### config.mk
export PLATFORM = sky130hd
export DESIGN_NAME = rgb_to_hsv_converter_core_flat
export DESIGN_NICKNAME = d
export VERILOG_FILES = /design/src/rtl/rgbhsv_pkg.sv /design/src/rtl/rgbhsv_req_if.sv /design/src/rtl/rgbhsv_rsp_if.sv /design/src/rtl/rgb_to_hsv_converter_core.sv /design/src/flat_wrapper.sv
export SDC_FILE = /design/constraint.sdc
export NUM_CORES = 2
export LEC_CHECK = 0
export BUFFER_PORTS_ARGS = -buffer_cell sky130_fd_sc_hd__buf_2
export CAP_MARGIN = 15
export CORE_ASPECT_RATIO = 1.4
export CORE_MARGIN = 1.5
export CORE_UTILIZATION = 55
export CTS_BUF_LIST = sky130_fd_sc_hd__clkbuf_8
export DETAILED_ROUTE_END_ITERATION = 6
export GPL_TIMING_DRIVEN = 1
export PLACE_DENSITY = 0.71
export SYNTH_ARGS = -nofsm -noshare
export SYNTH_HDL_FRONTEND = slang
export SYNTH_SLANG_ARGS = --single-unit
### constraint.sdc
create_clock -name clock -period 8 [get_ports clock]
set_input_delay 0 -clock clock [delete_from_list [all_inputs] [get_ports clock]]
set_output_delay 0 -clock clock [all_outputs]
set_load 0.02 [all_outputs]
### src/rtl/rgbhsv_pkg.sv
`timescale 1ns / 1ps

package rgbhsv_pkg;

   localparam int CHAN_W     = 8;
   localparam int HUE_OUT_W  = 16;
   localparam int SAT_W      = 16;
   localparam int SAT_BITS   = 16;
   localparam int HUE_DIV_W  = 11;
   localparam int HUE_SEXT_W = HUE_DIV_W + 1;

   typedef enum logic [1:0] {
      SECTOR_RED,
      SECTOR_GREEN,
      SECTOR_BLUE
   } sector_type;

endpackage

### src/rtl/rgbhsv_req_if.sv
`timescale 1ns / 1ps

interface rgbhsv_req_if;
   import rgbhsv_pkg::*;

   logic              valid;
   logic              ready;
   logic [CHAN_W-1:0] red_in;
   logic [CHAN_W-1:0] green_in;
   logic [CHAN_W-1:0] blue_in;

   modport source (output valid, output red_in, output green_in, output blue_in, input ready);
   modport sink   (input valid, input red_in, input green_in, input blue_in, output ready);

endinterface

### src/rtl/rgbhsv_rsp_if.sv
`timescale 1ns / 1ps

interface rgbhsv_rsp_if;
   import rgbhsv_pkg::*;

   logic                 valid;
   logic                 ready;
   logic [HUE_OUT_W-1:0] hue_out;
   logic [SAT_W-1:0]     saturation_out;
   logic [CHAN_W-1:0]    value_out;

   modport source (output valid, output hue_out, output saturation_out, output value_out,
                   input ready);
   modport sink   (input valid, input hue_out, input saturation_out, input value_out,
                   output ready);

endinterface

### src/rtl/rgb_to_hsv_converter_core.sv
`timescale 1ns / 1ps

// RGB to HSV converter. One pixel transaction enters per clock unless the
// pipeline is full and its result stalls: a front stage finds max, min,
// range and the hue sector, then a chain of long-division stages produces
// one saturation bit and one hue bit per stage, so the wider quotient
// sets the depth. Every stage holds a valid bit and empty stages are filled
// while the output waits, so a stalled result does not stop new pixels until
// the pipeline is full. Value is the largest channel, saturation is
// floor(32768*range/max) and hue is the low 16 bits of a HUE_BITS-bit turn
// fraction; black and grey pixels give zero hue.
module rgb_to_hsv_converter_core #(
   parameter int HUE_BITS = 16
) (
   input logic           clock,
   input logic           reset,
   rgbhsv_req_if.sink    req_ch,
   rgbhsv_rsp_if.source  rsp_ch
);
   import rgbhsv_pkg::*;

   localparam int NSTG = (HUE_BITS > SAT_BITS) ? HUE_BITS : SAT_BITS;

   logic [NSTG:0]          valid_ff;
   logic [NSTG+1:0]        rdy;
   logic [CHAN_W-1:0]      mx_ff   [NSTG+1];
   logic [CHAN_W-1:0]      mx_in   [NSTG+1];
   logic [CHAN_W-1:0]      srem_ff [NSTG+1];
   logic [CHAN_W-1:0]      srem_in [NSTG+1];
   logic [SAT_W-1:0]       squo_ff [NSTG+1];
   logic [SAT_W-1:0]       squo_in [NSTG+1];
   logic [HUE_DIV_W-1:0]   hrem_ff [NSTG+1];
   logic [HUE_DIV_W-1:0]   hrem_in [NSTG+1];
   logic [HUE_DIV_W-1:0]   hdiv_ff [NSTG+1];
   logic [HUE_DIV_W-1:0]   hdiv_in [NSTG+1];
   logic [HUE_BITS-1:0]    hquo_ff [NSTG+1];
   logic [HUE_BITS-1:0]    hquo_in [NSTG+1];
   logic [NSTG:0]          hz_ff;
   logic [NSTG:0]          hz_in;

   logic [CHAN_W-1:0]      r;
   logic [CHAN_W-1:0]      g;
   logic [CHAN_W-1:0]      b;
   logic [CHAN_W-1:0]      mx;
   logic [CHAN_W-1:0]      mn;
   logic [CHAN_W-1:0]      rng;
   logic [HUE_DIV_W-1:0]   rng_w;
   logic [HUE_DIV_W-1:0]   num;
   sector_type             sector;
   logic [HUE_OUT_W-1:0]   hue_fit;

   // front stage: extremes, range and hue numerator
   always_comb begin
      r = req_ch.red_in;
      g = req_ch.green_in;
      b = req_ch.blue_in;
      if (r >= g && r >= b) begin
         sector = SECTOR_RED;
      end else if (g >= b) begin
         sector = SECTOR_GREEN;
      end else begin
         sector = SECTOR_BLUE;
      end
      mx = (r > g) ? r : g;
      mx = (b > mx) ? b : mx;
      mn = (r < g) ? r : g;
      mn = (b < mn) ? b : mn;
      rng   = mx - mn;
      rng_w = {{(HUE_DIV_W-CHAN_W){1'b0}}, rng};
      case (sector)
         SECTOR_RED: begin
            if (g >= b) begin
               num = {{(HUE_DIV_W-CHAN_W){1'b0}}, g - b};
            end else begin
               num = (rng_w << 2) + (rng_w << 1)
                     - {{(HUE_DIV_W-CHAN_W){1'b0}}, b - g};
            end
         end
         SECTOR_GREEN: begin
            num = (rng_w << 1) + {{(HUE_DIV_W-CHAN_W){1'b0}}, b}
                  - {{(HUE_DIV_W-CHAN_W){1'b0}}, r};
         end
         default: begin
            num = (rng_w << 2) + {{(HUE_DIV_W-CHAN_W){1'b0}}, r}
                  - {{(HUE_DIV_W-CHAN_W){1'b0}}, g};
         end
      endcase
   end

   // division stages, one quotient bit of each divide per stage
   always_comb begin
      logic [CHAN_W:0]       sshift;
      logic                  sbit;
      logic [HUE_SEXT_W-1:0] hshift;
      logic                  hbit;
      mx_in[0]   = mx;
      srem_in[0] = rng;
      squo_in[0] = '0;
      hrem_in[0] = num;
      hdiv_in[0] = (rng_w << 2) + (rng_w << 1);
      hquo_in[0] = '0;
      hz_in[0]   = (rng == '0);
      for (int k = 1; k <= NSTG; k++) begin
         mx_in[k]   = mx_ff[k-1];
         hdiv_in[k] = hdiv_ff[k-1];
         hz_in[k]   = hz_ff[k-1];
         srem_in[k] = srem_ff[k-1];
         squo_in[k] = squo_ff[k-1];
         hrem_in[k] = hrem_ff[k-1];
         hquo_in[k] = hquo_ff[k-1];
         if (k == 1) begin
            sshift = {1'b0, srem_ff[k-1]};
         end else begin
            sshift = {srem_ff[k-1], 1'b0};
         end
         sbit   = (sshift >= {1'b0, mx_ff[k-1]});
         hshift = {hrem_ff[k-1], 1'b0};
         hbit   = (hshift >= {1'b0, hdiv_ff[k-1]});
         if (k <= SAT_BITS) begin
            srem_in[k] = sbit ? CHAN_W'(sshift - {1'b0, mx_ff[k-1]}) : CHAN_W'(sshift);
            squo_in[k] = {squo_ff[k-1][SAT_W-2:0], sbit};
         end
         if (k <= HUE_BITS) begin
            hrem_in[k] = hbit ? HUE_DIV_W'(hshift - {1'b0, hdiv_ff[k-1]})
                              : HUE_DIV_W'(hshift);
            hquo_in[k] = {hquo_ff[k-1][HUE_BITS-2:0], hbit};
         end
      end
   end

   // a stage loads when it is empty or its transaction moves on
   always_comb begin
      rdy[NSTG+1] = rsp_ch.ready;
      for (int k = NSTG; k >= 0; k--) begin
         rdy[k] = !valid_ff[k] || rdy[k+1];
      end
   end

   assign req_ch.ready = rdy[0];

   always_ff @(posedge clock) begin
      if (reset) begin
         valid_ff <= '0;
      end else begin
         if (rdy[0]) begin
            valid_ff[0] <= req_ch.valid;
         end
         for (int k = 1; k <= NSTG; k++) begin
            if (rdy[k]) begin
               valid_ff[k] <= valid_ff[k-1];
            end
         end
      end
   end

   always_ff @(posedge clock) begin
      for (int k = 0; k <= NSTG; k++) begin
         if (rdy[k]) begin
            mx_ff[k]   <= mx_in[k];
            srem_ff[k] <= srem_in[k];
            squo_ff[k] <= squo_in[k];
            hrem_ff[k] <= hrem_in[k];
            hdiv_ff[k] <= hdiv_in[k];
            hquo_ff[k] <= hquo_in[k];
            hz_ff[k]   <= hz_in[k];
         end
      end
   end

   generate
      if (HUE_BITS >= HUE_OUT_W) begin : g_hue_trunc
         assign hue_fit = hquo_ff[NSTG][HUE_OUT_W-1:0];
      end else begin : g_hue_ext
         assign hue_fit = {{(HUE_OUT_W-HUE_BITS){1'b0}}, hquo_ff[NSTG]};
      end
   endgenerate

   assign rsp_ch.valid          = valid_ff[NSTG];
   assign rsp_ch.value_out      = mx_ff[NSTG];
   assign rsp_ch.saturation_out = (mx_ff[NSTG] == '0) ? '0 : squo_ff[NSTG];
   assign rsp_ch.hue_out        = hz_ff[NSTG] ? '0 : hue_fit;

   a_black_zero : assert property (@(posedge clock) disable iff (reset)
      rsp_ch.valid && rsp_ch.value_out == '0
      |-> rsp_ch.saturation_out == '0 && rsp_ch.hue_out == '0)
      else $error("black pixel gave nonzero hue or saturation");

   a_sat_range : assert property (@(posedge clock) disable iff (reset)
      rsp_ch.valid |-> rsp_ch.saturation_out <= SAT_W'(32768))
      else $error("saturation above one");

   a_grey_hue : assert property (@(posedge clock) disable iff (reset)
      rsp_ch.valid && rsp_ch.saturation_out == '0 |-> rsp_ch.hue_out == '0)
      else $error("grey pixel gave nonzero hue");

   a_enter : assert property (@(posedge clock) disable iff (reset)
      req_ch.valid && req_ch.ready |=> valid_ff[0])
      else $error("accepted transaction not held in front stage");

endmodule
### src/flat_wrapper.sv
// flat-port wrapper written by rule: the top's interface ports become plain ports
module rgb_to_hsv_converter_core_flat import rgbhsv_pkg::*;
#(
   parameter int HUE_BITS = 16
)
  (clock, reset, req_ch_valid, req_ch_red_in, req_ch_green_in, req_ch_blue_in, req_ch_ready, rsp_ch_valid, rsp_ch_hue_out, rsp_ch_saturation_out, rsp_ch_value_out, rsp_ch_ready);
  rgbhsv_req_if req_ch_i ();
  rgbhsv_rsp_if rsp_ch_i ();
  input logic clock;
  input logic reset;
  input wire logic [$bits(req_ch_i.valid)-1:0] req_ch_valid;
  input wire logic [$bits(req_ch_i.red_in)-1:0] req_ch_red_in;
  input wire logic [$bits(req_ch_i.green_in)-1:0] req_ch_green_in;
  input wire logic [$bits(req_ch_i.blue_in)-1:0] req_ch_blue_in;
  output wire logic [$bits(req_ch_i.ready)-1:0] req_ch_ready;
  output wire logic [$bits(rsp_ch_i.valid)-1:0] rsp_ch_valid;
  output wire logic [$bits(rsp_ch_i.hue_out)-1:0] rsp_ch_hue_out;
  output wire logic [$bits(rsp_ch_i.saturation_out)-1:0] rsp_ch_saturation_out;
  output wire logic [$bits(rsp_ch_i.value_out)-1:0] rsp_ch_value_out;
  input wire logic [$bits(rsp_ch_i.ready)-1:0] rsp_ch_ready;
  assign req_ch_i.valid = req_ch_valid;
  assign req_ch_i.red_in = req_ch_red_in;
  assign req_ch_i.green_in = req_ch_green_in;
  assign req_ch_i.blue_in = req_ch_blue_in;
  assign req_ch_ready = req_ch_i.ready;
  assign rsp_ch_valid = rsp_ch_i.valid;
  assign rsp_ch_hue_out = rsp_ch_i.hue_out;
  assign rsp_ch_saturation_out = rsp_ch_i.saturation_out;
  assign rsp_ch_value_out = rsp_ch_i.value_out;
  assign rsp_ch_i.ready = rsp_ch_ready;
  rgb_to_hsv_converter_core #(.HUE_BITS(HUE_BITS)) u_core (.clock(clock), .reset(reset), .req_ch(req_ch_i), .rsp_ch(rsp_ch_i));
endmodule
; ---- Yosys cells after proc, flatten, opt, wreduce, memory -nomap -nowiden
; Memory sizes are Yosys's and may differ from the RTL's.
; Cells that the tools add are included.
[op_classes]
add_sub_neg = 41
order_cmp = 39
n_eq_ne = 1
mux = 76
n_reduce_logical = 38
[ops]
columns = op, count
row1 = >= comparator 12 x 11 -> 1 bit, 16
row2 = 2-to-1 mux 11 bit, 17
row3 = subtractor 11 bit, 16
row4 = 2-to-1 mux 8 bit, 20
row5 = subtractor 8 bit, 19
row6 = >= comparator 9 x 8 -> 1 bit, 15
row7 = 2-to-1 mux 1 bit, 34
row8 = subtractor 11 x 8 -> 11 bit, 3
row9 = >= comparator 8 bit, 4
row10 = 2-to-1 mux 16 bit, 2
row11 = case mux 11 bit (2 select lines), 1
row12 = zero test 1 bit, 17
row13 = logical OR 1 bit, 17
row14 = greater-than comparator 8 bit, 2
row15 = zero test 8 bit, 2
row16 = less-than comparator 8 bit, 2
row17 = adder 10 x 8 -> 11 bit, 1
row18 = adder 10 x 9 -> 11 bit, 1
row19 = adder 9 x 8 -> 10 bit, 1
row20 = 2-to-1 mux 2 bit, 2
row21 = "== test 2 x 1 -> 1 bit, second input constant", 1
row22 = zero test 2 bit, 1
row23 = logical AND 1 bit, 1
[word_totals]
register_bits = 34
ram_bits = 1190
in_bits = 28
output_inout_bits = 42
elab_cells = 235
mem_count = 6
[memory_table]
columns = memory, depth, word_bits, read_ports, rd_ports_with_merged_regs, wr, line_no
row1 = u_core.hquo_ff, 17, 16, 17, 0, 17, rgb_to_hsv_converter_core.sv:36  ; logic [HUE_BITS-1:0] hquo_ff [NSTG+1];
row2 = u_core.squo_ff, 17, 16, 17, 0, 17, rgb_to_hsv_converter_core.sv:30  ; logic [SAT_W-1:0] squo_ff [NSTG+1];
row3 = u_core.hdiv_ff, 17, 11, 16, 0, 17, rgb_to_hsv_converter_core.sv:34  ; logic [HUE_DIV_W-1:0] hdiv_ff [NSTG+1];
row4 = u_core.hrem_ff, 17, 11, 16, 0, 17, rgb_to_hsv_converter_core.sv:32  ; logic [HUE_DIV_W-1:0] hrem_ff [NSTG+1];
row5 = u_core.mx_ff, 17, 8, 17, 0, 17, rgb_to_hsv_converter_core.sv:26  ; logic [CHAN_W-1:0] mx_ff [NSTG+1];
row6 = u_core.srem_ff, 17, 8, 16, 0, 17, rgb_to_hsv_converter_core.sv:28  ; logic [CHAN_W-1:0] srem_ff [NSTG+1];

; ---- Longest topological paths before layout
[depth]
depth_word = 20
ltp_mapped = 38
depth_no_buf = 37

; ---- Worst setup path before layout
; OpenSTA, ideal clock, no wires.
[synth_path]
kind = input to register
from = in req_ch_red_in[0]
to = mem u_core.hrem_ff[0][9] (data pin)
t_arrival_ns = 6.618
path_slack_ns = 1.116
cell_stages = 34
cell_sequence = inv_1 -> ha_1 -> inv_1 -> fa_1 -> nand3_1 -> a21oi_4 -> o21ai_2 -> clkbuf_1 -> nor2_1 -> a21oi_1 -> ha_1 -> a21o_1 -> a21oi_1 -> o2111ai_1 -> nand2_1 -> clkbuf_1 -> clkbuf_1 -> nor2_1 -> a21oi_1 -> ha_1 -> a21oi_1 -> nand2_1 -> xor2_1 -> ha_1 -> a21oi_1 -> and3_1 -> nor2_1 -> xnor2_1 -> ha_1 -> o41ai_1 -> maj3_2 -> a21boi_0 -> mux2_1 -> or3_1
[synth_lines]
columns = item, line_no
row1 = "start, declared", flat_wrapper.sv:12  ; input wire logic [$bits(req_ch_i.red_in)-1:0] req_ch_red_in;
row2 = "end, declared", rgb_to_hsv_converter_core.sv:32

==> out/metrics.cfg <==
[status]
status=complete, no violations

[cts]
cts_buffers=134
clkSlewWorstSetupHoldPaths_ps=60
cts.hold.buffers_added=24
cts_root_buf=clkbuf_8
clkLatencyLatePin_ps=800
cts_tree=done
htree_levels=4
clock_sinks=890
clockBufferDepth=3
cts_setup_buffers=0
cts_resized=0

[worst_setup_path]
arrival_ps=7680
crit_slowest_cell=fa_1
r2r_start=u_core.hdiv_ff[0][57]$_DFFE_PP_
path_max_fanout=14
reg2regPathDepth=12
ff2ff_setup_slack_ps=3860
critPathTopFamily=adder cells
cp_num_buf_inv=6
r2r-end=u_core.hrem_ff[0][74]$_DFFE_PP_
required_ps=8530
max_stage_delay_ps=580
crit_path_start_kind=input pin
path_class=input pin to flip-flop
endpoint_kind=flip-flop

[grt]
grt_usage=0.207
antenna_found_initial=1
grt.overflow.total=0
grt_pass1_wl_um=137000
grt_pass1_vias=29500
grt_max_degree=68

[placement]
postPlaceCellArea_um2=47300
gp_congestion=0.943
dp_hpwl_um=65700
port_buffers=69

[floorplanning]
fp.dieArea_um2=84500
coreArea_um2=81800
die_w_um=246
rows=124
pin_count=70
start_util=0.557
fp.dieH_um=343

[synth]
netlist_area_um2=45500
ys_types=64
synth-edff-count=873
synth_cells=3742
ys_seq_area_frac=0.583
syn_avg_cell_area_um2=12.2
syn_nets=4195
yosysWarningCount=0
ys.flop_type=edfxtp_1
async_flop_share=0
ys_seq_elements=890

[routing]
drt_wl_total_um=85000
drt_iter0_drc=999
drcViolationCount=0
detail-route-antenna-nets=0
vias=27600
vias_per_cell=5.37
wl_per_cell_um=16.5
dr.pass1.iters=7

[cells_and_area]
stdcell_area_um2=50100
final_layout_size_suffix_gt1_frac=0.102
mostFrequentLayoutCells=edfxtp_1, inv_1, ha_1
synthToLayoutAreaGrowth_pct=10.1
fin_nets=4415
final_common_cell=edfxtp_1

[hold_path]
hold_end=u_core.mx_ff[0][7]$_DFFE_PP_
min-delay-start=req_ch_green_in[7]
holdPathStages=4
holdCritPathClass=input pin to flip-flop

[sta]
rsz0062_at_grt=false
finalCritPeriodShare=0.894
clock_skew_ps=31.6
slew_headroom=0.267
hold_violations=0
fin_setup_tns_ps=0
setup_viol=0
drv_slew=0
fin_crit_ps=7150
fmax_mhz=140
worst-slew-pin-transition_ps=1100

[flow_run]
max_cap_violations=0

## cell type report
class,instances,area (µm²)
fillers,6379,31700
flip-flops and latches,890,26600
multi-input cells,2254,16800
inverters,562,2110
clock buffers,137,1890
well taps,1071,1340
repair buffers,120,788
clock inverters,105,658
diodes,1,2.50
## metal layers
layer,up-vias,share of wire,GRT usage
met5,-,0,0
met3,241,0.025,0.0321
met1,13200,0.31,0.160
li1,13700,-,-
met4,0,0.054,0.123
met2,448,0.61,0.450
## worst max-delay path by stage
stage                            start                              to  cells after the start  slack [ps]
floorplan             req_ch_red_in[0]  u_core.hrem_ff[0][9]$_DFFE_PP_                     34        1120
global placement      req_ch_red_in[0]  u_core.hrem_ff[0][9]$_DFFE_PP_                     37         590
detailed placement    req_ch_red_in[0]  u_core.hrem_ff[0][9]$_DFFE_PP_                     37         500
CTS                 req_ch_green_in[1]  u_core.hrem_ff[0][9]$_DFFE_PP_                     36         910
global route        req_ch_green_in[1]  u_core.hrem_ff[0][9]$_DFFE_PP_                     36         260
finish              req_ch_green_in[1]  u_core.hrem_ff[0][9]$_DFFE_PP_                     35         850
## cell usage after synthesis, types with 30 or more instances
cell type	count	area share
edfxtp_1	873	0.58
inv_1	561	0.046
ha_1	380	0.10
nor2_1	332	0.027
o21ai_0	244	0.027
nand2_1	212	0.017
a21oi_1	166	0.018
mux2_2	107	0.026
xnor2_1	96	0.018
nor2b_1	85	0.012
a21boi_0	75	0.012
xor2_1	57	0.011
nand4_1	47	0.0065
fa_1	45	0.020
a21o_1	35	0.0058
clkbuf_1	34	0.0028
nand2b_1	34	0.0047
o31ai_1	34	0.0056
nand3_1	33	0.0036
and3_1	32	0.0044
o21a_1	32	0.0053
nor3_1	30	0.0033
## registers in the layout, summed over array words and instances, names as in the netlist
signal           flops
u_core.srem_ff     128
u_core.hz_ff        17
u_core.hrem_ff     161
u_core.valid_ff     17
u_core.mx_ff       136
u_core.hdiv_ff     159
u_core.hquo_ff     136
u_core.squo_ff     136
## logic make-up (layout without fill, tap and decap cells)
| logic type | count (synthesis) | count (layout) | synth area share |
|---|---|---|---|
| muxes | 132 | 132 | 0.0320 |
| DFF | 890 | 890 | 0.583 |
| and+or+nand+nor | 843 | 843 | 0.0849 |
| xor gates and xnor gates | 156 | 156 | 0.0308 |
| AOI/OAI and AO/OA | 696 | 696 | 0.0949 |
| buffers and inverters | 598 | 924 | 0.0493 |
| other | 0 | 1 | 0 |
| adders and majority gates | 427 | 427 | 0.125 |
## tightest hold or removal path: cells and delay by family
family / cells / cell delay (ps)
compound gates: 1 / 100
buf+inv: 2 / 330
mux: 1 / 240
## metrics by stage
stage               instances  setup slack (ps)  hold WS, ps  utilization
global placement         4873               587          248        0.579
floorplan                3742              1120          129            -
CTS                      5139               911         11.5        0.613
global route             5140               259         91.8        0.613
finish                   5140               846         68.4        0.613
detailed placement       4873               496          245        0.579
Power is not shown: default switching activity piles up to over one toggle a cycle in this logic, so the estimate is an artifact.
